===== config.mk =====
export PLATFORM = sky130hd
export DESIGN_NAME = dxt_block_decoder_flat
export DESIGN_NICKNAME = d
export VERILOG_FILES = /design/src/dxtd_pkg.sv /design/src/dxtd_intf.sv /design/src/dxtd_scaler.sv /design/src/dxt_block_decoder.sv /design/src/flat_wrapper.sv
export SDC_FILE = /design/constraint.sdc
export NUM_CORES = 1
export LEC_CHECK = 0
export BUFFER_PORTS_ARGS = -buffer_cell sky130_fd_sc_hd__buf_2
export CAP_MARGIN = 20
export CELL_PAD_IN_SITES_DETAIL_PLACEMENT = 1
export CELL_PAD_IN_SITES_GLOBAL_PLACEMENT = 1
export CORE_ASPECT_RATIO = 1.1
export CORE_MARGIN = 10
export CORE_UTILIZATION = 50
export DETAILED_ROUTE_END_ITERATION = 12
export GPL_TIMING_DRIVEN = 0
export PLACE_DENSITY = 0.83
export SKIP_CTS_REPAIR_TIMING = 1
export SLEW_MARGIN = 20
export SYNTH_ARGS = -nofsm -noshare
export SYNTH_HDL_FRONTEND = slang
export SYNTH_SLANG_ARGS = --single-unit
export TNS_END_PERCENT = 5

===== constraint.sdc =====
create_clock -name clk_i -period 13.8 [get_ports clk_i]
set_input_delay 0.69 -clock clk_i [delete_from_list [all_inputs] [get_ports clk_i]]
set_output_delay 0.69 -clock clk_i [all_outputs]
set_load 0.005 [all_outputs]

===== src/dxtd_pkg.sv =====
// Shared types, constants and decode functions for the DXT block decoder.
// Used by the channel interfaces, the scaler and the top level; depends on nothing.
package dxtd_pkg;

  // Block and pixel geometry
  localparam int unsigned NumPixels = 16;
  localparam int unsigned PixW      = 4;
  localparam int unsigned ChanW     = 8;

  // Numerator, reciprocal and product widths of the scaling datapath
  localparam int unsigned NumW  = 11;
  localparam int unsigned MultW = 12;
  localparam int unsigned ProdW = NumW + MultW;
  localparam int unsigned ShW   = 4;

  // Block format register codes; the unused code decodes as DXT5
  localparam logic [1:0] FMT_DXT1 = 2'd0;
  localparam logic [1:0] FMT_DXT3 = 2'd1;
  localparam logic [1:0] FMT_DXT5 = 2'd2;

  // Color palette entries
  localparam logic [1:0] CI_C0   = 2'd0;
  localparam logic [1:0] CI_C1   = 2'd1;
  localparam logic [1:0] CI_MID0 = 2'd2;
  localparam logic [1:0] CI_MID1 = 2'd3;

  // Special alpha ramp entries
  localparam logic [2:0] AI_A0   = 3'd0;
  localparam logic [2:0] AI_A1   = 3'd1;
  localparam logic [2:0] AI_ZERO = 3'd6;
  localparam logic [2:0] AI_FULL = 3'd7;

  // How a numerator is reduced to a component value
  typedef enum logic [2:0] {
    OP_PASS,
    OP_HALF,
    OP_THIRD,
    OP_FIFTH,
    OP_SEVENTH
  } op_e;

  // One component on its way to the scaler: numerator and reduction
  typedef struct packed {
    logic [NumW-1:0] num;
    op_e             op;
  } chan_t;

  // Reciprocal multiplier; products stay exact for every numerator in range.
  function automatic logic [MultW-1:0] op_mult(input op_e op);
    logic [MultW-1:0] m;
    unique case (op)
      OP_THIRD:   m = 12'd683;
      OP_FIFTH:   m = 12'd1639;
      OP_SEVENTH: m = 12'd2341;
      default:    m = 12'd1;
    endcase
    return m;
  endfunction

  // Right shift that pairs with the reciprocal above.
  function automatic logic [ShW-1:0] op_shift(input op_e op);
    logic [ShW-1:0] s;
    unique case (op)
      OP_HALF:    s = 4'd1;
      OP_THIRD:   s = 4'd11;
      OP_FIFTH:   s = 4'd13;
      OP_SEVENTH: s = 4'd14;
      default:    s = 4'd0;
    endcase
    return s;
  endfunction

  // Color palette entry for one channel of widened endpoints.
  function automatic chan_t color_chan(input logic [1:0] ci, input logic three,
                                       input logic [ChanW-1:0] e0,
                                       input logic [ChanW-1:0] e1);
    logic [NumW-1:0] x0;
    logic [NumW-1:0] x1;
    chan_t           c;
    x0 = {3'd0, e0};
    x1 = {3'd0, e1};
    unique case (ci)
      CI_C0: begin
        c.num = x0;
        c.op  = OP_PASS;
      end
      CI_C1: begin
        c.num = x1;
        c.op  = OP_PASS;
      end
      CI_MID0: begin
        c.num = three ? (x0 + x1) : ((x0 << 1) + x1);
        c.op  = three ? OP_HALF : OP_THIRD;
      end
      default: begin
        c.num = three ? '0 : (x0 + (x1 << 1));
        c.op  = three ? OP_PASS : OP_THIRD;
      end
    endcase
    return c;
  endfunction

  // Interpolated alpha ramp entry.
  function automatic chan_t alpha_ramp(input logic [2:0] ai, input logic [ChanW-1:0] a0,
                                       input logic [ChanW-1:0] a1);
    logic [NumW-1:0] x0;
    logic [NumW-1:0] x1;
    logic [NumW-1:0] aix;
    logic [NumW-1:0] w0;
    logic [NumW-1:0] w1;
    chan_t           c;
    x0  = {3'd0, a0};
    x1  = {3'd0, a1};
    aix = {8'd0, ai};
    w0  = '0;
    w1  = '0;
    if (ai == AI_A0) begin
      c.num = x0;
      c.op  = OP_PASS;
    end else if (ai == AI_A1) begin
      c.num = x1;
      c.op  = OP_PASS;
    end else if (a0 > a1) begin
      w0    = 11'd8 - aix;
      w1    = aix - 11'd1;
      c.num = w0 * x0 + w1 * x1;
      c.op  = OP_SEVENTH;
    end else if (ai == AI_ZERO) begin
      c.num = '0;
      c.op  = OP_PASS;
    end else if (ai == AI_FULL) begin
      c.num = 11'd255;
      c.op  = OP_PASS;
    end else begin
      w0    = 11'd6 - aix;
      w1    = aix - 11'd1;
      c.num = w0 * x0 + w1 * x1;
      c.op  = OP_FIFTH;
    end
    return c;
  endfunction

endpackage


===== src/dxtd_intf.sv =====
// Valid/ready channel interfaces: compressed block in, pixel out, format write.
// Depends on dxtd_pkg for the pixel field widths.
interface dxtd_blk_if;
  logic        valid;
  logic        ready;
  logic [63:0] alpha_word;
  logic [15:0] color0;
  logic [15:0] color1;
  logic [31:0] index_word;

  modport source (output valid, alpha_word, color0, color1, index_word, input ready);
  modport sink   (input valid, alpha_word, color0, color1, index_word, output ready);
endinterface

interface dxtd_pix_if;
  logic                          valid;
  logic                          ready;
  logic [dxtd_pkg::PixW-1:0]     pixel_index;
  logic [dxtd_pkg::ChanW-1:0]    red;
  logic [dxtd_pkg::ChanW-1:0]    green;
  logic [dxtd_pkg::ChanW-1:0]    blue;
  logic [dxtd_pkg::ChanW-1:0]    alpha;
  logic                          last_pixel;

  modport source (output valid, pixel_index, red, green, blue, alpha, last_pixel,
                  input ready);
  modport sink   (input valid, pixel_index, red, green, blue, alpha, last_pixel,
                  output ready);
endinterface

interface dxtd_cfg_if;
  logic       valid;
  logic       ready;
  logic [1:0] block_format;

  modport source (output valid, block_format, input ready);
  modport sink   (input valid, block_format, output ready);
endinterface


===== src/dxtd_scaler.sv =====
// Two-stage component scaler: reciprocal multiply, then shift into 8 bits.
// Depends on dxtd_pkg for chan_t and the reciprocal tables.
module dxtd_scaler (
  input  logic                       clk_i,
  input  logic                       en_i,
  input  dxtd_pkg::chan_t            chan_i,
  output logic [dxtd_pkg::ChanW-1:0] res_o
);

  logic [dxtd_pkg::ProdW-1:0] prod_q;
  dxtd_pkg::op_e              op_q;
  logic [dxtd_pkg::ChanW-1:0] res_q;

  // Multiply stage: numerator times reciprocal of the divisor.
  always_ff @(posedge clk_i) begin
    if (en_i) begin
      prod_q <= {12'd0, chan_i.num} * {11'd0, dxtd_pkg::op_mult(chan_i.op)};
      op_q   <= chan_i.op;
    end
  end

  // Shift stage, which is also the output register of the component.
  always_ff @(posedge clk_i) begin
    if (en_i) begin
      res_q <= dxtd_pkg::ChanW'(prod_q >> dxtd_pkg::op_shift(op_q));
    end
  end

  assign res_o = res_q;

endmodule


===== src/dxt_block_decoder.sv =====
// DXT1/DXT3/DXT5 4x4 block decoder, sixteen RGBA pixel beats per block beat.
// One pixel per cycle while pix_o is not stalled; the next block is accepted on the
// cycle its predecessor issues pixel 15 into the four-stage pixel pipe.
// Reset clears the format register to DXT1 and empties every stage.
// Depends on dxtd_pkg, the channel interfaces and dxtd_scaler.
module dxt_block_decoder (
  input  logic       clk_i,
  input  logic       rst_ni,
  dxtd_cfg_if.sink   cfg_i,
  dxtd_blk_if.sink   blk_i,
  dxtd_pix_if.source pix_o
);

  localparam int unsigned PixW  = dxtd_pkg::PixW;
  localparam int unsigned ChanW = dxtd_pkg::ChanW;

  // Format register
  logic [1:0] fmt_q;

  assign cfg_i.ready = 1'b1;

  always_ff @(posedge clk_i or negedge rst_ni) begin
    if (!rst_ni) begin
      fmt_q <= dxtd_pkg::FMT_DXT1;
    end else if (cfg_i.valid) begin
      fmt_q <= cfg_i.block_format;
    end
  end

  // Pipeline advance: the output register is empty or being drained.
  logic adv;
  logic v4_q;

  assign adv = !v4_q || pix_o.ready;

  // Block holding register and pixel counter
  logic            blk_vld_q;
  logic [63:0]     aw_q;
  logic [15:0]     c0_q;
  logic [15:0]     c1_q;
  logic [31:0]     idx_q;
  logic [1:0]      bfmt_q;
  logic            three_q;
  logic [PixW-1:0] cnt_q;
  logic            issue;
  logic            last_issue;
  logic            blk_fire;

  assign issue      = blk_vld_q && adv;
  assign last_issue = issue && (cnt_q == PixW'(dxtd_pkg::NumPixels - 1));
  assign blk_i.ready = !blk_vld_q || last_issue;
  assign blk_fire   = blk_i.valid && blk_i.ready;

  always_ff @(posedge clk_i or negedge rst_ni) begin
    if (!rst_ni) begin
      blk_vld_q <= 1'b0;
      cnt_q     <= '0;
    end else if (blk_fire) begin
      blk_vld_q <= 1'b1;
      cnt_q     <= '0;
    end else if (issue) begin
      blk_vld_q <= !last_issue;
      cnt_q     <= cnt_q + PixW'(1);
    end
  end

  always_ff @(posedge clk_i) begin
    if (blk_fire) begin
      aw_q    <= blk_i.alpha_word;
      c0_q    <= blk_i.color0;
      c1_q    <= blk_i.color1;
      idx_q   <= blk_i.index_word;
      bfmt_q  <= fmt_q;
      three_q <= (fmt_q == dxtd_pkg::FMT_DXT1) && (blk_i.color0 <= blk_i.color1);
    end
  end

  // Per-pixel fields of the held block
  logic [15:0][1:0] ci_arr;
  logic [15:0][3:0] nib_arr;
  logic [15:0][2:0] ai_arr;

  assign ci_arr  = idx_q;
  assign nib_arr = aw_q;
  assign ai_arr  = aw_q[63:16];

  // Stage 1: select this pixel's indices and carry the block endpoints.
  logic            v1_q;
  logic [PixW-1:0] pix1_q;
  logic            last1_q;
  logic [1:0]      ci1_q;
  logic [3:0]      nib1_q;
  logic [2:0]      ai1_q;
  logic [1:0]      fmt1_q;
  logic            three1_q;
  logic [15:0]     c01_q;
  logic [15:0]     c11_q;
  logic [7:0]      a01_q;
  logic [7:0]      a11_q;

  always_ff @(posedge clk_i or negedge rst_ni) begin
    if (!rst_ni) begin
      v1_q <= 1'b0;
    end else if (adv) begin
      v1_q <= issue;
    end
  end

  always_ff @(posedge clk_i) begin
    if (adv) begin
      pix1_q   <= cnt_q;
      last1_q  <= (cnt_q == PixW'(dxtd_pkg::NumPixels - 1));
      ci1_q    <= ci_arr[cnt_q];
      nib1_q   <= nib_arr[cnt_q];
      ai1_q    <= ai_arr[cnt_q];
      fmt1_q   <= bfmt_q;
      three1_q <= three_q;
      c01_q    <= c0_q;
      c11_q    <= c1_q;
      a01_q    <= aw_q[7:0];
      a11_q    <= aw_q[15:8];
    end
  end

  // Stage 2: weighted numerators and the reduction each needs.
  logic [ChanW-1:0] r0;
  logic [ChanW-1:0] g0;
  logic [ChanW-1:0] b0;
  logic [ChanW-1:0] r1;
  logic [ChanW-1:0] g1;
  logic [ChanW-1:0] b1;
  dxtd_pkg::chan_t  alpha_d;

  assign r0 = {c01_q[15:11], 3'b000};
  assign g0 = {c01_q[10:5], 2'b00};
  assign b0 = {c01_q[4:0], 3'b000};
  assign r1 = {c11_q[15:11], 3'b000};
  assign g1 = {c11_q[10:5], 2'b00};
  assign b1 = {c11_q[4:0], 3'b000};

  always_comb begin
    unique case (fmt1_q)
      dxtd_pkg::FMT_DXT1: begin
        alpha_d.num = (three1_q && (ci1_q == dxtd_pkg::CI_MID1)) ? 11'd0 : 11'd255;
        alpha_d.op  = dxtd_pkg::OP_PASS;
      end
      dxtd_pkg::FMT_DXT3: begin
        alpha_d.num = {3'd0, nib1_q, nib1_q};
        alpha_d.op  = dxtd_pkg::OP_PASS;
      end
      default: begin
        alpha_d = dxtd_pkg::alpha_ramp(ai1_q, a01_q, a11_q);
      end
    endcase
  end

  logic            v2_q;
  logic [PixW-1:0] pix2_q;
  logic            last2_q;
  dxtd_pkg::chan_t red2_q;
  dxtd_pkg::chan_t green2_q;
  dxtd_pkg::chan_t blue2_q;
  dxtd_pkg::chan_t alpha2_q;

  always_ff @(posedge clk_i or negedge rst_ni) begin
    if (!rst_ni) begin
      v2_q <= 1'b0;
    end else if (adv) begin
      v2_q <= v1_q;
    end
  end

  always_ff @(posedge clk_i) begin
    if (adv) begin
      pix2_q   <= pix1_q;
      last2_q  <= last1_q;
      red2_q   <= dxtd_pkg::color_chan(ci1_q, three1_q, r0, r1);
      green2_q <= dxtd_pkg::color_chan(ci1_q, three1_q, g0, g1);
      blue2_q  <= dxtd_pkg::color_chan(ci1_q, three1_q, b0, b1);
      alpha2_q <= alpha_d;
    end
  end

  // Stages 3 and 4: reciprocal multiply and shift, one scaler per component.
  logic [ChanW-1:0] red4;
  logic [ChanW-1:0] green4;
  logic [ChanW-1:0] blue4;
  logic [ChanW-1:0] alpha4;

  dxtd_scaler u_red   (.clk_i(clk_i), .en_i(adv), .chan_i(red2_q),   .res_o(red4));
  dxtd_scaler u_green (.clk_i(clk_i), .en_i(adv), .chan_i(green2_q), .res_o(green4));
  dxtd_scaler u_blue  (.clk_i(clk_i), .en_i(adv), .chan_i(blue2_q),  .res_o(blue4));
  dxtd_scaler u_alpha (.clk_i(clk_i), .en_i(adv), .chan_i(alpha2_q), .res_o(alpha4));

  // Valid bits and pixel position alongside the scalers
  logic            v3_q;
  logic [PixW-1:0] pix3_q;
  logic            last3_q;
  logic [PixW-1:0] pix4_q;
  logic            last4_q;

  always_ff @(posedge clk_i or negedge rst_ni) begin
    if (!rst_ni) begin
      v3_q <= 1'b0;
      v4_q <= 1'b0;
    end else if (adv) begin
      v3_q <= v2_q;
      v4_q <= v3_q;
    end
  end

  always_ff @(posedge clk_i) begin
    if (adv) begin
      pix3_q  <= pix2_q;
      last3_q <= last2_q;
      pix4_q  <= pix3_q;
      last4_q <= last3_q;
    end
  end

  // Output beat
  assign pix_o.valid       = v4_q;
  assign pix_o.pixel_index = pix4_q;
  assign pix_o.red         = red4;
  assign pix_o.green       = green4;
  assign pix_o.blue        = blue4;
  assign pix_o.alpha       = alpha4;
  assign pix_o.last_pixel  = last4_q;

  // A new block always starts issuing from pixel zero.
  a_blk_start: assert property (@(posedge clk_i) disable iff (!rst_ni)
    blk_fire |=> blk_vld_q && (cnt_q == '0))
    else $error("block accepted but pixel counter not restarted");

  // An issued pixel lands in stage 1 with the position it was issued at.
  a_issue_pos: assert property (@(posedge clk_i) disable iff (!rst_ni)
    issue |=> v1_q && (pix1_q == $past(cnt_q)))
    else $error("issued pixel position lost in stage 1");

  // The end-of-block mark travels with pixel fifteen and no other.
  a_last_pos: assert property (@(posedge clk_i) disable iff (!rst_ni)
    v4_q |-> (last4_q == (pix4_q == PixW'(dxtd_pkg::NumPixels - 1))))
    else $error("last_pixel does not match pixel_index");

endmodule


===== src/flat_wrapper.sv =====
// flat-port wrapper written by rule: the top's interface ports become plain ports
module dxt_block_decoder_flat 
  (clk_i, rst_ni, cfg_i_valid, cfg_i_block_format, cfg_i_ready, blk_i_valid, blk_i_alpha_word, blk_i_color0, blk_i_color1, blk_i_index_word, blk_i_ready, pix_o_valid, pix_o_pixel_index, pix_o_red, pix_o_green, pix_o_blue, pix_o_alpha, pix_o_last_pixel, pix_o_ready);
  dxtd_cfg_if cfg_i_i ();
  dxtd_blk_if blk_i_i ();
  dxtd_pix_if pix_o_i ();
  input  logic clk_i;
  input  logic rst_ni;
  input wire logic [$bits(cfg_i_i.valid)-1:0] cfg_i_valid;
  input wire logic [$bits(cfg_i_i.block_format)-1:0] cfg_i_block_format;
  output wire logic [$bits(cfg_i_i.ready)-1:0] cfg_i_ready;
  input wire logic [$bits(blk_i_i.valid)-1:0] blk_i_valid;
  input wire logic [$bits(blk_i_i.alpha_word)-1:0] blk_i_alpha_word;
  input wire logic [$bits(blk_i_i.color0)-1:0] blk_i_color0;
  input wire logic [$bits(blk_i_i.color1)-1:0] blk_i_color1;
  input wire logic [$bits(blk_i_i.index_word)-1:0] blk_i_index_word;
  output wire logic [$bits(blk_i_i.ready)-1:0] blk_i_ready;
  output wire logic [$bits(pix_o_i.valid)-1:0] pix_o_valid;
  output wire logic [$bits(pix_o_i.pixel_index)-1:0] pix_o_pixel_index;
  output wire logic [$bits(pix_o_i.red)-1:0] pix_o_red;
  output wire logic [$bits(pix_o_i.green)-1:0] pix_o_green;
  output wire logic [$bits(pix_o_i.blue)-1:0] pix_o_blue;
  output wire logic [$bits(pix_o_i.alpha)-1:0] pix_o_alpha;
  output wire logic [$bits(pix_o_i.last_pixel)-1:0] pix_o_last_pixel;
  input wire logic [$bits(pix_o_i.ready)-1:0] pix_o_ready;
  assign cfg_i_i.valid = cfg_i_valid;
  assign cfg_i_i.block_format = cfg_i_block_format;
  assign cfg_i_ready = cfg_i_i.ready;
  assign blk_i_i.valid = blk_i_valid;
  assign blk_i_i.alpha_word = blk_i_alpha_word;
  assign blk_i_i.color0 = blk_i_color0;
  assign blk_i_i.color1 = blk_i_color1;
  assign blk_i_i.index_word = blk_i_index_word;
  assign blk_i_ready = blk_i_i.ready;
  assign pix_o_valid = pix_o_i.valid;
  assign pix_o_pixel_index = pix_o_i.pixel_index;
  assign pix_o_red = pix_o_i.red;
  assign pix_o_green = pix_o_i.green;
  assign pix_o_blue = pix_o_i.blue;
  assign pix_o_alpha = pix_o_i.alpha;
  assign pix_o_last_pixel = pix_o_i.last_pixel;
  assign pix_o_i.ready = pix_o_ready;
  dxt_block_decoder u_core (.clk_i(clk_i), .rst_ni(rst_ni), .cfg_i(cfg_i_i), .blk_i(blk_i_i), .pix_o(pix_o_i));
endmodule

# Word-level counts from Yosys, hierarchy flattened
# Index checks and enable logic that the tools add are counted.
# word_totals
reg_bits,414
inputBits,135
output_inout_bits,40
elab_cells,174
# classes
add_sub_neg,15
mul,7
magnitude_cmp,3
eq_ne,36
shifts,4
muxes,44
reduce_logical,15
# ops
operator,count
$pmux W12 S3,4
$pmux W14 S3,3
$mul A11 B12 Y23,4
$shr A23 B4 Y8,4
$mux W14,5
$mux W11,6
$pmux W4 S4,4
$eq A3 B2 Y1 const B,16
$mux W12,4
$mul A11 B8 Y11,3
$add A8 B9 Y10,3
$add A9 B8 Y10,3
$eq A3 B3 Y1 const B,10
$mux W4,7
$pmux W14 S2,1
$add A8 B8 Y9,3
$add A11 B11 Y11,2
$bmux W4 S4,1
$le A16 B16 Y1,1
$eq A3 B1 Y1 const B,5
$bmux W3 S4,1
$bmux W2 S4,1
$gt A8 B8 Y1,1
$mux W8,1
17 further kinds,31

# Logic depth before layout (Yosys ltp)
# Gate-level depths: netlist of the first run.
# depth
word_depth,9
mapped_depth,32

# By module
# A second synthesis of the first run with hierarchy kept.
# hier_totals
hier_cells,3354
hier_area_um2,36777.8
# by_module_without_submodules
module,instances,cells_per_inst,area_each_um2
dxt_block_decoder,1,1184,15591.2
dxtd_scaler at u_core.u_red,1,554,5376.4
dxtd_scaler at u_core.u_alpha,1,545,5278.8
dxtd_scaler at u_core.u_blue,1,538,5266.3
dxtd_scaler at u_core.u_green,1,533,5265.0

# Least setup slack after synthesis of the first run
# Ideal clock, no wire load.
# synth_timing
kind,input -> register
startpoint,in pix_o_ready
endpoint,reg u_core.cnt_q[1]
setup_time_ns,0.335
arrival_time_ns,9.795
setup_slack_ns,3.670
stages,7
path_buffers,1
cell_sequence,nor2b_1 inv_1 nand2_1 nand2_1 and2_1 clkbuf_1 o21ai_0
# synth_via
elab_chain_cells,6
word_cells_on_any_way,7
# synth_rtl
element,line_no,text
"start, declared",flat_wrapper.sv:25,input wire logic [$bits(pix_o_i.ready)-1:0] pix_o_ready;
$logic_or A1 B1 Y1 *,dxt_block_decoder.sv:34,assign adv = !v4_q || pix_o.ready;
via u_core.adv,dxt_block_decoder.sv:31,logic adv;
$logic_and A1 B1 Y1 *,dxt_block_decoder.sv:49,assign issue = blk_vld_q && adv;
$logic_and A1 B1 Y1 *,dxt_block_decoder.sv:50,assign last_issue = issue && (cnt_q == PixW'(dxtd_pkg::NumPixels - 1));
$logic_or A1 B1 Y1 *,dxt_block_decoder.sv:51,assign blk_i.ready = !blk_vld_q || last_issue;
via blk_i_ready,flat_wrapper.sv:17,output wire logic [$bits(blk_i_i.ready)-1:0] blk_i_ready;
$logic_and A1 B1 Y1 *,dxt_block_decoder.sv:52,assign blk_fire = blk_i.valid && blk_i.ready;
via u_core.blk_fire,dxt_block_decoder.sv:47,logic blk_fire;
$mux W4 or $reduce_bool A2 Y1 (tied branches),n/a,
"end signal, assigned",dxt_block_decoder.sv:63,cnt_q <= cnt_q + PixW'(1);
"end, declared",dxt_block_decoder.sv:44,logic [PixW-1:0] cnt_q;
# The timed path passes the listed nets; every way through them passes the cells marked *.
# A chain may end at the register's enable or synchronous reset.

# Worst setup path in the final report of the first run
# layout_timing
startpoint,reg u_core.ai1_q[0]
endpoint,reg u_core.alpha2_q[13] in the netlist's numbering (data pin)
# layout_via
elab_chain_cells,9
word_cells_on_any_way,18
# layout_rtl
element,line_no,text
"start, declared",dxt_block_decoder.sv:93,logic [2:0] ai1_q;
"start signal, assigned",dxt_block_decoder.sv:115,ai1_q <= ai_arr[cnt_q];
$sub A3 B3 Y4 or $sub A3 B1 Y4 (tied branches),"dxtd_pkg.sv:135, dxtd_pkg.sv:125, dxtd_pkg.sv:136",
"$mul A11 B8 Y11, on equally long branches","dxtd_pkg.sv:137, dxtd_pkg.sv:126",
$add A11 B11 Y11,dxtd_pkg.sv:137,c.num = w0 * x0 + w1 * x1;
$mux W14,dxtd_pkg.sv:131,end else if (ai == AI_FULL) begin
$mux W14,dxtd_pkg.sv:128,end else if (ai == AI_ZERO) begin
$mux W14,dxtd_pkg.sv:123,end else if (a0 > a1) begin
$mux W14,dxtd_pkg.sv:120,end else if (ai == AI_A1) begin
$mux W14 *,dxtd_pkg.sv:117,if (ai == AI_A0) begin
$pmux W14 S2 *,dxt_block_decoder.sv:142,unique case (fmt1_q)
"end signal, assigned",dxt_block_decoder.sv:180,alpha2_q <= alpha_d;
"end, declared",dxt_block_decoder.sv:163,dxtd_pkg::chan_t alpha2_q;
# Mark *: on every way between the ends. The rest lies on a longest branch, timed or not.

==> results.json, run 1 <==
{
  "start_util_pct": 50.78,
  "grt_busiest_layer": "met2",
  "syn_inst": 2468,
  "syn-mean-instance-area_um2": 12.11,
  "synth_top_area_cell": "edfxtp_1",
  "drive_gt1_share_pct": 12.62,
  "route.detailed.wl_per_inst_um": 21.76,
  "rows": 93,
  "timing.rr.start": "u_core.ai1_q[0]$_DFFE_PN_",
  "endpoint_kind": "register",
  "seq_area_frac_synth_pct": 36.58,
  "yosysWarnings": 0,
  "hold_viol": 0,
  "synth_mux_area_share_pct": 6.319,
  "min_period_over_period_pct": 66.24,
  "dp_hpwl_mm": 62.43,
  "synth_enable_flop_cells": 355,
  "slew_viol_final": 0,
  "synth_top_family_by_area": "adder cells",
  "pre_cts_slack_ns": 4.595,
  "crit_path_start_kind": "register",
  "global_route.usage.met2_pct": 39.30,
  "dr.pass1.iters": 5,
  "cts_buffer_depth": 3,
  "cap_violations": 0,
  "grt_use_total_pct": 21.78,
  "finalClockSkew_ns": 0.01640,
  "clock-sinks": 366,
  "setup_ws_ns": 4.659,
  "min-delay-start": "blk_i_index_word[21]",
  "finalSetupViolCount": 0,
  "route.detailed.drc": 0,
  "worstMarginPinSlew_ns": 0.8915,
  "overflow": 0,
  "core_um2": 58880,
  "fmax_mhz": 109.4,
  "grt_max_degree": 108,
  "area_growth_pct": 10.97,
  "routed_wirelength_mm": 75.82,
  "final_core_util_pct": 56.35,
  "io_buffers": 173,
  "ctsHtreeMaxLevel": 2,
  "startpoint": "u_core.ai1_q[0]$_DFFE_PN_",
  "worstSetupPathType": "reg2reg",
  "cts_tree": "yes",
  "synth_area_leaders": "edfxtp_1 36%, fa_1 17%, ha_1 16%",
  "critPathSlowestCell": "edfxtp_1",
  "grt_first_pass_wirelength_mm": 121.2,
  "ys_ff_latch": 366,
  "use_met3_pct": 3.957,
  "grtUsageMet1_pct": 25.39,
  "synth_area_um2": 29900,
  "period_minus_slack_ns": 9.141,
  "final_nets": 3469,
  "grt_pass1_vias": 22392,
  "rsz0062_at_grt": "false",
  "insertion_delay_ns": 0.60,
  "die_x_um": 253.2,
  "diodes": 0,
  "synth_simple_gate_area_share_pct": 7.282,
  "crit_fanout": 10,
  "synthFlopType": "edfxtp_1",
  "antenna_left": 0,
  "die_area_um2": 69990,
  "viasPerCell": 5.500,
  "drt_iter0_drc": 1059,
  "cpMostUsedCell": "fa_1",
  "synthArstFlopShare_pct": 3.005,
  "tns_ns": 0,
  "netlist.area_leader.share_pct": 35.66,
  "place_congestion": 0.9082,
  "placed_cell_area_um2": 31820,
  "synth_compound_area_share_pct": 6.746,
  "synthAdderAreaFrac_pct": 33.16,
  "ioPinCount": 175,
  "slowest_delay_ns": 0.62,
  "critPathRequiredTime_ns": 14.14,
  "hp-class": "in2reg",
  "synthXorXnorAreaFrac_pct": 3.499,
  "antenna_found_initial": 0,
  "root_buffer": "clkbuf_16",
  "fin_area_um2": 33180,
  "vias": 19168,
  "arrival_ns": 9.48,
  "outcome": "finished, final reports clean",
  "relSlewSlack_pct": 40.35,
  "numCtsBuffers": 42,
  "netlist-cell-type-count": 64,
  "die_h_um": 276.5,
  "clkTransAtPathRegs_ns": 0.06
}
-- kinds of logic (layout without fill, tap and decap cells) --
family,count (synthesis),count (layout)
AOI/OAI and AO/OA,310,310
xor gates and xnor gates,117,117
adders and majority gates,643,643
buffers and inverters,505,761
DFF,366,366
muxes,114,114
other,2,3
and+or+nand+nor,411,411
-- path summary, 6_finish.rpt --
| check | to | slack [ns] | depth (start not counted) |
|---|---|---|---|
| max | u_core.alpha2_q[13]$_SDFFCE_PP0N_ | 4.66 | 28 |
| min | u_core.ci_arr[21]$_DFFE_PP_ | 0.26 | 1 |
| max reg2reg | u_core.alpha2_q[13]$_SDFFCE_PP0N_ | 4.66 | 28 |
| min reg2reg | u_core.c11_q[10]$_DFFE_PN_ | 0.42 | 0 |
| max in group asynchronous | u_core.cnt_q[3]$_DFFE_PN0P_ | 13.02 | 2 |
| min in group asynchronous | u_core.fmt_q[0]$_DFFE_PN0P_ | 0.53 | 2 |
-- cells in the mapped netlist (7+ instances only) --
cell / count
and3_1: 21
a21oi_1: 87
mux2_2: 18
edfxtp_1: 355
nor2_1: 48
buf_2: 9
fa_1: 249
and2_1: 82
inv_1: 441
a21o_1: 47
nand2b_1: 34
o21bai_1: 11
xnor2_1: 76
o211ai_1: 14
o221ai_1: 9
nand2_1: 110
mux4_2: 58
o22ai_1: 13
xor2_1: 39
a221o_1: 10
mux2i_1: 38
ha_1: 394
o21ai_0: 62
nor3_1: 11
buf_1: 10
nand3_1: 11
clkbuf_1: 43
o21a_1: 14
dfrtp_1: 11
nand4_1: 7
nor2b_1: 68
-- worst max-delay path, delay by kind of cell, from the launching register on --
kind	cells	cell delay, ns
AO/OA/AOI/OAI	5	1.04
XOR/XNOR	2	0.59
adder cells (fa/ha/maj)	12	5.32
buffers and inverters	7	1.06
flip-flops	1	0.62
AND/OR/NAND/NOR	2	0.24
-- placed cells by master (no fill, tap or decap), drive strengths merged, types with 7 or more instances in the layout --
master	Yosys	final
mux2i	38	38
nand3	11	11
o221ai	9	9
mux4	58	58
o21a	14	14
ha	394	394
o21ai	63	63
nand2	110	110
inv	442	444
a21o	47	47
nor3	13	13
and2	82	82
clkbuf	43	90
clkinv	0	23
edfxtp	355	355
nand2b	34	34
mux2	18	18
o21bai	11	11
o22ai	13	13
dfrtp	11	11
a211oi	7	7
nor2	48	48
xnor2	77	77
nand4	7	7
fa	249	249
and3	21	21
a21oi	89	89
xor2	39	39
buf	20	197
o211ai	14	14
nor2b	68	68
a221o	10	10
-- flip-flops by register name, indices dropped and copies added (netlist names), 7 cells and up --
| register | count |
|---|---|
| u_core.u_green.prod_q | 17 |
| u_core.green2_q | 8 |
| u_core.c11_q | 16 |
| u_core.u_red.res_o | 8 |
| u_core.a11_q | 8 |
| u_core.c01_q | 16 |
| u_core.a01_q | 8 |
| u_core.aw_q | 64 |
| u_core.red2_q | 7 |
| u_core.c0_q | 16 |
| u_core.ci_arr | 32 |
| u_core.u_blue.prod_q | 16 |
| u_core.blue2_q | 9 |
| u_core.u_blue.res_o | 8 |
| u_core.u_green.res_o | 8 |
| u_core.c1_q | 16 |
| u_core.u_alpha.prod_q | 22 |
| u_core.alpha2_q | 13 |
| u_core.u_red.prod_q | 16 |
| u_core.u_alpha.res_o | 8 |
-- stage by stage --
| step | instances | hold WS, ns |
|---|---|---|
| after floorplan | 2469 | 0.3944 |
| after global placement | 3402 | 0.4043 |
| after detailed placement | 3406 | 0.4063 |
| after CTS | 3484 | -0.04519 |
| after global routing | 3485 | 0.2546 |
| final | 3485 | 0.2629 |
-- metal layers --
layer	share of wire [%]	wire (µm)
met4	3.1	2351
met1	40	30470
met3	5.1	3857
met2	52	39140
met5	0	0
-- final cells by class --
cell class	instances	area, µm²
tap	760	950.9
sequential	366	10940
inverter	442	1667
clock inverter	31	264.0
timing repair buffer	178	970.9
fill	6119	25700
clock buffer	47	1080
buffer	63	255.2
multi-input combinational	1598	17060
Power of run 1 is left out: the tool's default activity adds up to more than one toggle a clock period on the data nets, which glitch-free logic cannot reach.
==> run 2, diff against run 1 <==
==> constraint.sdc (replaced) <==
create_clock -name clk_i -period 8.6 [get_ports clk_i]
set_input_delay 0.43 -clock clk_i [delete_from_list [all_inputs] [get_ports clk_i]]
set_output_delay 0.43 -clock clk_i [all_outputs]
set_load 0.005 [all_outputs]
==> results.json, run 2 (same netlist as run 1, synthesis figures left out) <==
{
  "pre_cts_slack_ns": -0.5610,
  "crit_path_start_kind": "register",
  "regArea_um2": 10940,
  "crit_fanout": 10,
  "rows": 93,
  "clkTransAtPathRegs_ns": 0.07,
  "cp_top_family": "adder cells",
  "reg2reg_to": "u_core.alpha2_q[13]$_SDFFCE_PP0N_",
  "largest_reg_flops": 64,
  "insertion_delay_ns": 0.57,
  "path_buf_inv": 6,
  "slew_viol_final": 0,
  "fin_area_um2": 33310,
  "finalClockSkew_ns": 0.01387,
  "hold_viol": 0,
  "relSlewSlack_pct": 43.17,
  "antenna_left": 0,
  "slowest_delay_ns": 0.55,
  "endpoint_kind": "register",
  "period_minus_slack_ns": 8.284,
  "hold_end": "u_core.ci_arr[28]$_DFFE_PP_",
  "layout_common_cells": "439 x inv_1, 391 x ha_1, 355 x edfxtp_1",
  "outcome": "finished, final reports clean",
  "finalSetupViolCount": 0,
  "cap_violations": 0,
  "cpMostUsedCell": "fa_1",
  "timing.rr.start": "u_core.ai1_q[0]$_DFFE_PN_",
  "final_common_cell": "inv_1",
  "critical_path_cell_count": 27,
  "die_h_um": 276.5,
  "core_um2": 58880,
  "die_x_um": 253.2,
  "r2r_setup_slack_ns": 0.32,
  "routed_wirelength_mm": 76.72,
  "vias": 19313,
  "tns_ns": 0,
  "drt_iter0_drc": 1140,
  "min_path_cells": 1,
  "die_area_um2": 69990,
  "drive_gt1_share_pct": 13.28,
  "grt_max_degree": 40,
  "dpl.cell_count": 3412,
  "regMostFlops": "u_core.aw_q",
  "min_period_over_period_pct": 96.32,
  "io_buffers": 173,
  "root_buffer": "clkbuf_16",
  "numCtsBuffers": 40,
  "min-delay-start": "blk_i_index_word[28]",
  "route.detailed.wl_per_inst_um": 21.95,
  "dp_hpwl_mm": 63.61,
  "critPathSlowestCell": "fa_1",
  "hp-class": "in2reg",
  "place_congestion": 0.9032,
  "multi_input_area_um2": 17100,
  "cts_tree": "yes",
  "overflow": 0,
  "final_nets": 3480,
  "antenna_found_initial": 2,
  "ioPinCount": 175,
  "critPathRequiredTime_ns": 8.92,
  "ctsHtreeMaxLevel": 2,
  "startpoint": "u_core.ai1_q[0]$_DFFE_PN_",
  "grt_use_total_pct": 21.98,
  "dr.pass1.iters": 6,
  "grt_pass1_vias": 22282,
  "clock-sinks": 366,
  "reg2regPathDepth": 27,
  "fill_cells": 6050,
  "setup_ws_ns": 0.3162,
  "worstSetupPathType": "reg2reg",
  "placed_cell_area_um2": 31930,
  "arrival_ns": 8.61,
  "worstMarginPinSlew_ns": 0.8524,
  "start_util_pct": 50.78,
  "fmax_mhz": 120.7,
  "viasPerCell": 5.526,
  "route.detailed.drc": 0,
  "grt_first_pass_wirelength_mm": 122.3,
  "fin_cells": 3495,
  "area_growth_pct": 11.42,
  "cts_buffer_depth": 3
}
-- run 2: how the worst max path moves through the flow --
stage / slack, ns / to
after floorplan: 0.75 / u_core.alpha2_q[13]$_SDFFCE_PP0N_
after global placement: -1.12 / u_core.cnt_q[1]$_DFFE_PN0P_
after detailed placement: -0.56 / u_core.alpha2_q[13]$_SDFFCE_PP0N_
after CTS: -0.59 / u_core.alpha2_q[13]$_SDFFCE_PP0N_
after global routing: -0.009 / u_core.alpha2_q[13]$_SDFFCE_PP0N_
final: 0.32 / u_core.alpha2_q[13]$_SDFFCE_PP0N_
-- run 2: worst register-to-register path: cells and delay by family (launching register included) --
family / cells / cell delay (ns)
AO/OA/AOI/OAI: 4 / 0.74
XOR/XNOR: 2 / 0.52
adder cells (fa/ha/maj): 11 / 5.19
buffers and inverters: 6 / 0.64
flip-flops: 1 / 0.52
AND/OR/NAND/NOR: 4 / 0.44
-- run 2: final cells by class --
type | instances | share of cell area [%]
Clock buffer | 49 | 3.106
Sequential cell | 366 | 32.83
Antenna cell | 1 | 0.007512
Inverter | 442 | 4.992
Multi-Input combinational cell | 1598 | 51.33
Buffer | 63 | 0.8038
Timing Repair Buffer | 191 | 3.411
Clock inverter | 25 | 0.6686
Tap cell | 760 | 2.855
-- run 2: per-layer routing --
metal | GRT usage [%] | routed length [µm]
met5 | 0 | 13
met4 | 7.733 | 2531
met3 | 3.488 | 3568
met2 | 39.55 | 39520
met1 | 26.01 | 31080
-- run 2: per-stage QoR --
| stage | hold WS (ns) | utilization [%] |
|---|---|---|
| after global placement | 0.3272 | 53.88 |
| after detailed placement | 0.3427 | 54.24 |
| final | 0.03106 | 56.57 |
| after floorplan | 0.1344 | - |
| after global routing | 0.02023 | 56.57 |
| after CTS | -0.2656 | 56.37 |
Power of run 2 is left out for the same reason.
==> run 3, diff against run 2 <==
--- a/config.mk
+++ b/config.mk
@@ -7,7 +7,7 @@
 export LEC_CHECK = 0
 export BUFFER_PORTS_ARGS = -buffer_cell sky130_fd_sc_hd__buf_2
 export CAP_MARGIN = 20
-export CELL_PAD_IN_SITES_DETAIL_PLACEMENT = 1
+export CELL_PAD_IN_SITES_DETAIL_PLACEMENT = 0
 export CELL_PAD_IN_SITES_GLOBAL_PLACEMENT = 1
 export CORE_ASPECT_RATIO = 1.1
 export CORE_MARGIN = 10
==> results.json, run 3 (same netlist as run 1, synthesis figures left out) <==
{
  "outcome": "finished, final reports clean",
  "area_growth_pct": 11.52,
  "relSlewSlack_pct": 44.72,
  "cpMostUsedCell": "fa_1",
  "worstMarginPinSlew_ns": 0.8292,
  "crit_path_start_kind": "register",
  "dp_hpwl_mm": 52.81,
  "regMostFlops": "u_core.aw_q",
  "timing.rr.start": "u_core.ai1_q[0]$_DFFE_PN_",
  "hold_viol": 0,
  "layout_common_cells": "439 x inv_1, 392 x ha_1, 355 x edfxtp_1",
  "routed_wirelength_mm": 62.69,
  "critPathSlowestCell": "fa_1",
  "largest_reg_flops": 64,
  "slew_viol_final": 0,
  "critPathCapture": "u_core.alpha2_q[13]$_SDFFCE_PP0N_",
  "startpoint": "u_core.ai1_q[0]$_DFFE_PN_",
  "cts_tree": "yes",
  "period_minus_slack_ns": 8.287,
  "rows": 93,
  "die_h_um": 276.5,
  "hp-class": "in2reg",
  "route.detailed.drc": 0,
  "fmax_mhz": 120.7,
  "start_util_pct": 50.78,
  "ioPinCount": 175,
  "cap_violations": 0,
  "crit_fanout": 10,
  "grt_use_total_pct": 18.22,
  "drive_gt1_share_pct": 13.21,
  "grt_max_degree": 40,
  "antenna_found_initial": 2,
  "worstSetupPathType": "reg2reg",
  "r2r_setup_slack_ns": 0.31,
  "final_nets": 3476,
  "io_buffers": 173,
  "root_buffer": "clkbuf_16",
  "insertion_delay_ns": 0.56,
  "min_period_over_period_pct": 96.37,
  "antenna_left": 0,
  "final_core_util_pct": 56.63,
  "clkTransAtPathRegs_ns": 0.06,
  "overflow": 0,
  "diodes": 0,
  "place_congestion": 0.9032,
  "grt_first_pass_wirelength_mm": 103.3,
  "route.detailed.wl_per_inst_um": 17.98,
  "arrival_ns": 8.60,
  "finalSetupViolCount": 0,
  "endpoint_kind": "register",
  "critPathRequiredTime_ns": 8.91,
  "ctsHtreeMaxLevel": 2,
  "die_x_um": 253.2,
  "die_area_um2": 69990,
  "drt_iter0_drc": 1159,
  "final_common_cell": "inv_1",
  "dr.pass1.iters": 5,
  "core_um2": 58880,
  "viasPerCell": 5.294,
  "grt_pass1_vias": 20139,
  "slowest_delay_ns": 0.59,
  "cts_buffer_depth": 3,
  "reg2regPathDepth": 29,
  "reg2reg_to": "u_core.alpha2_q[13]$_SDFFCE_PP0N_",
  "clock-sinks": 366,
  "vias": 18456,
  "finalClockSkew_ns": 0.01557,
  "numCtsBuffers": 39
}
## run 3: cell types whose count changed in the layout (fill, tap and decap cells not counted), moves of 2 or more
cell | before | now
buf_4 | 9 | 4
clkbuf_1 | 47 | 43
bufinv_16 | 2 | 5
clkinv_2 | 8 | 6
o21ai_1 | 2 | 0
o21ai_2 | 1 | 3
## run 3: layout make-up
| cell class | count | area [µm²] |
|---|---|---|
| multi-input combinational | 1598 | 17110 |
| clock buffer | 45 | 1020 |
| sequential | 366 | 10940 |
| clock inverter | 24 | 272.8 |
| inverter | 442 | 1667 |
| buffer | 63 | 265.3 |
| timing repair buffer | 188 | 1126 |
| fill | 4876 | 25540 |
| tap | 760 | 950.9 |
## run 3: critical path, delay by kind of cell, from the launching register on
kind	cells	cell delay, ns
xor+xnor	2	0.46
fa+ha+maj	12	5.26
buf+inv	8	0.93
simple gates	2	0.16
flops	1	0.32
compound gates	5	0.92
## run 3: stage by stage
stage | hold slack, ns | TNS, ns | std cells | worst slack [ns] | instance area (µm²)
after global routing | 0.01432 | -0.02454 | 3486 | -0.01381 | 33340
after detailed placement | 0.3365 | -0.7602 | 3412 | -0.4607 | 31930
final | 0.03969 | 0 | 3486 | 0.3126 | 33340
after global placement | 0.3272 | -113.41 | 3402 | -1.122 | 31720
after CTS | -0.2806 | -0.7846 | 3481 | -0.4689 | 33230
after floorplan | 0.1344 | 0 | 2469 | 0.7515 | 29900
## run 3: worst min-delay path by stage
stage	start	to	depth (start not counted)	slack, ns
after floorplan	rst_ni	u_core.blk_vld_q$_DFFE_PN0P_	0	0.13
after global placement	rst_ni	u_core.fmt_q[1]$_DFFE_PN0P_	1	0.33
after detailed placement	rst_ni	u_core.fmt_q[1]$_DFFE_PN0P_	1	0.34
after CTS	rst_ni	u_core.blk_vld_q$_DFFE_PN0P_	1	-0.28
after global routing	blk_i_index_word[21]	u_core.ci_arr[21]$_DFFE_PP_	1	0.01
final	blk_i_index_word[30]	u_core.ci_arr[30]$_DFFE_PP_	1	0.04
## run 3: per-layer routing
layer / global-route usage [%] / part of all wire [%]
met1: 23.57 / 44
met2: 30.28 / 48
met3: 3.526 / 5.4
met4: 5.884 / 2.8
met5: 0 / 0.043
Power of run 3 is left out for the same reason.
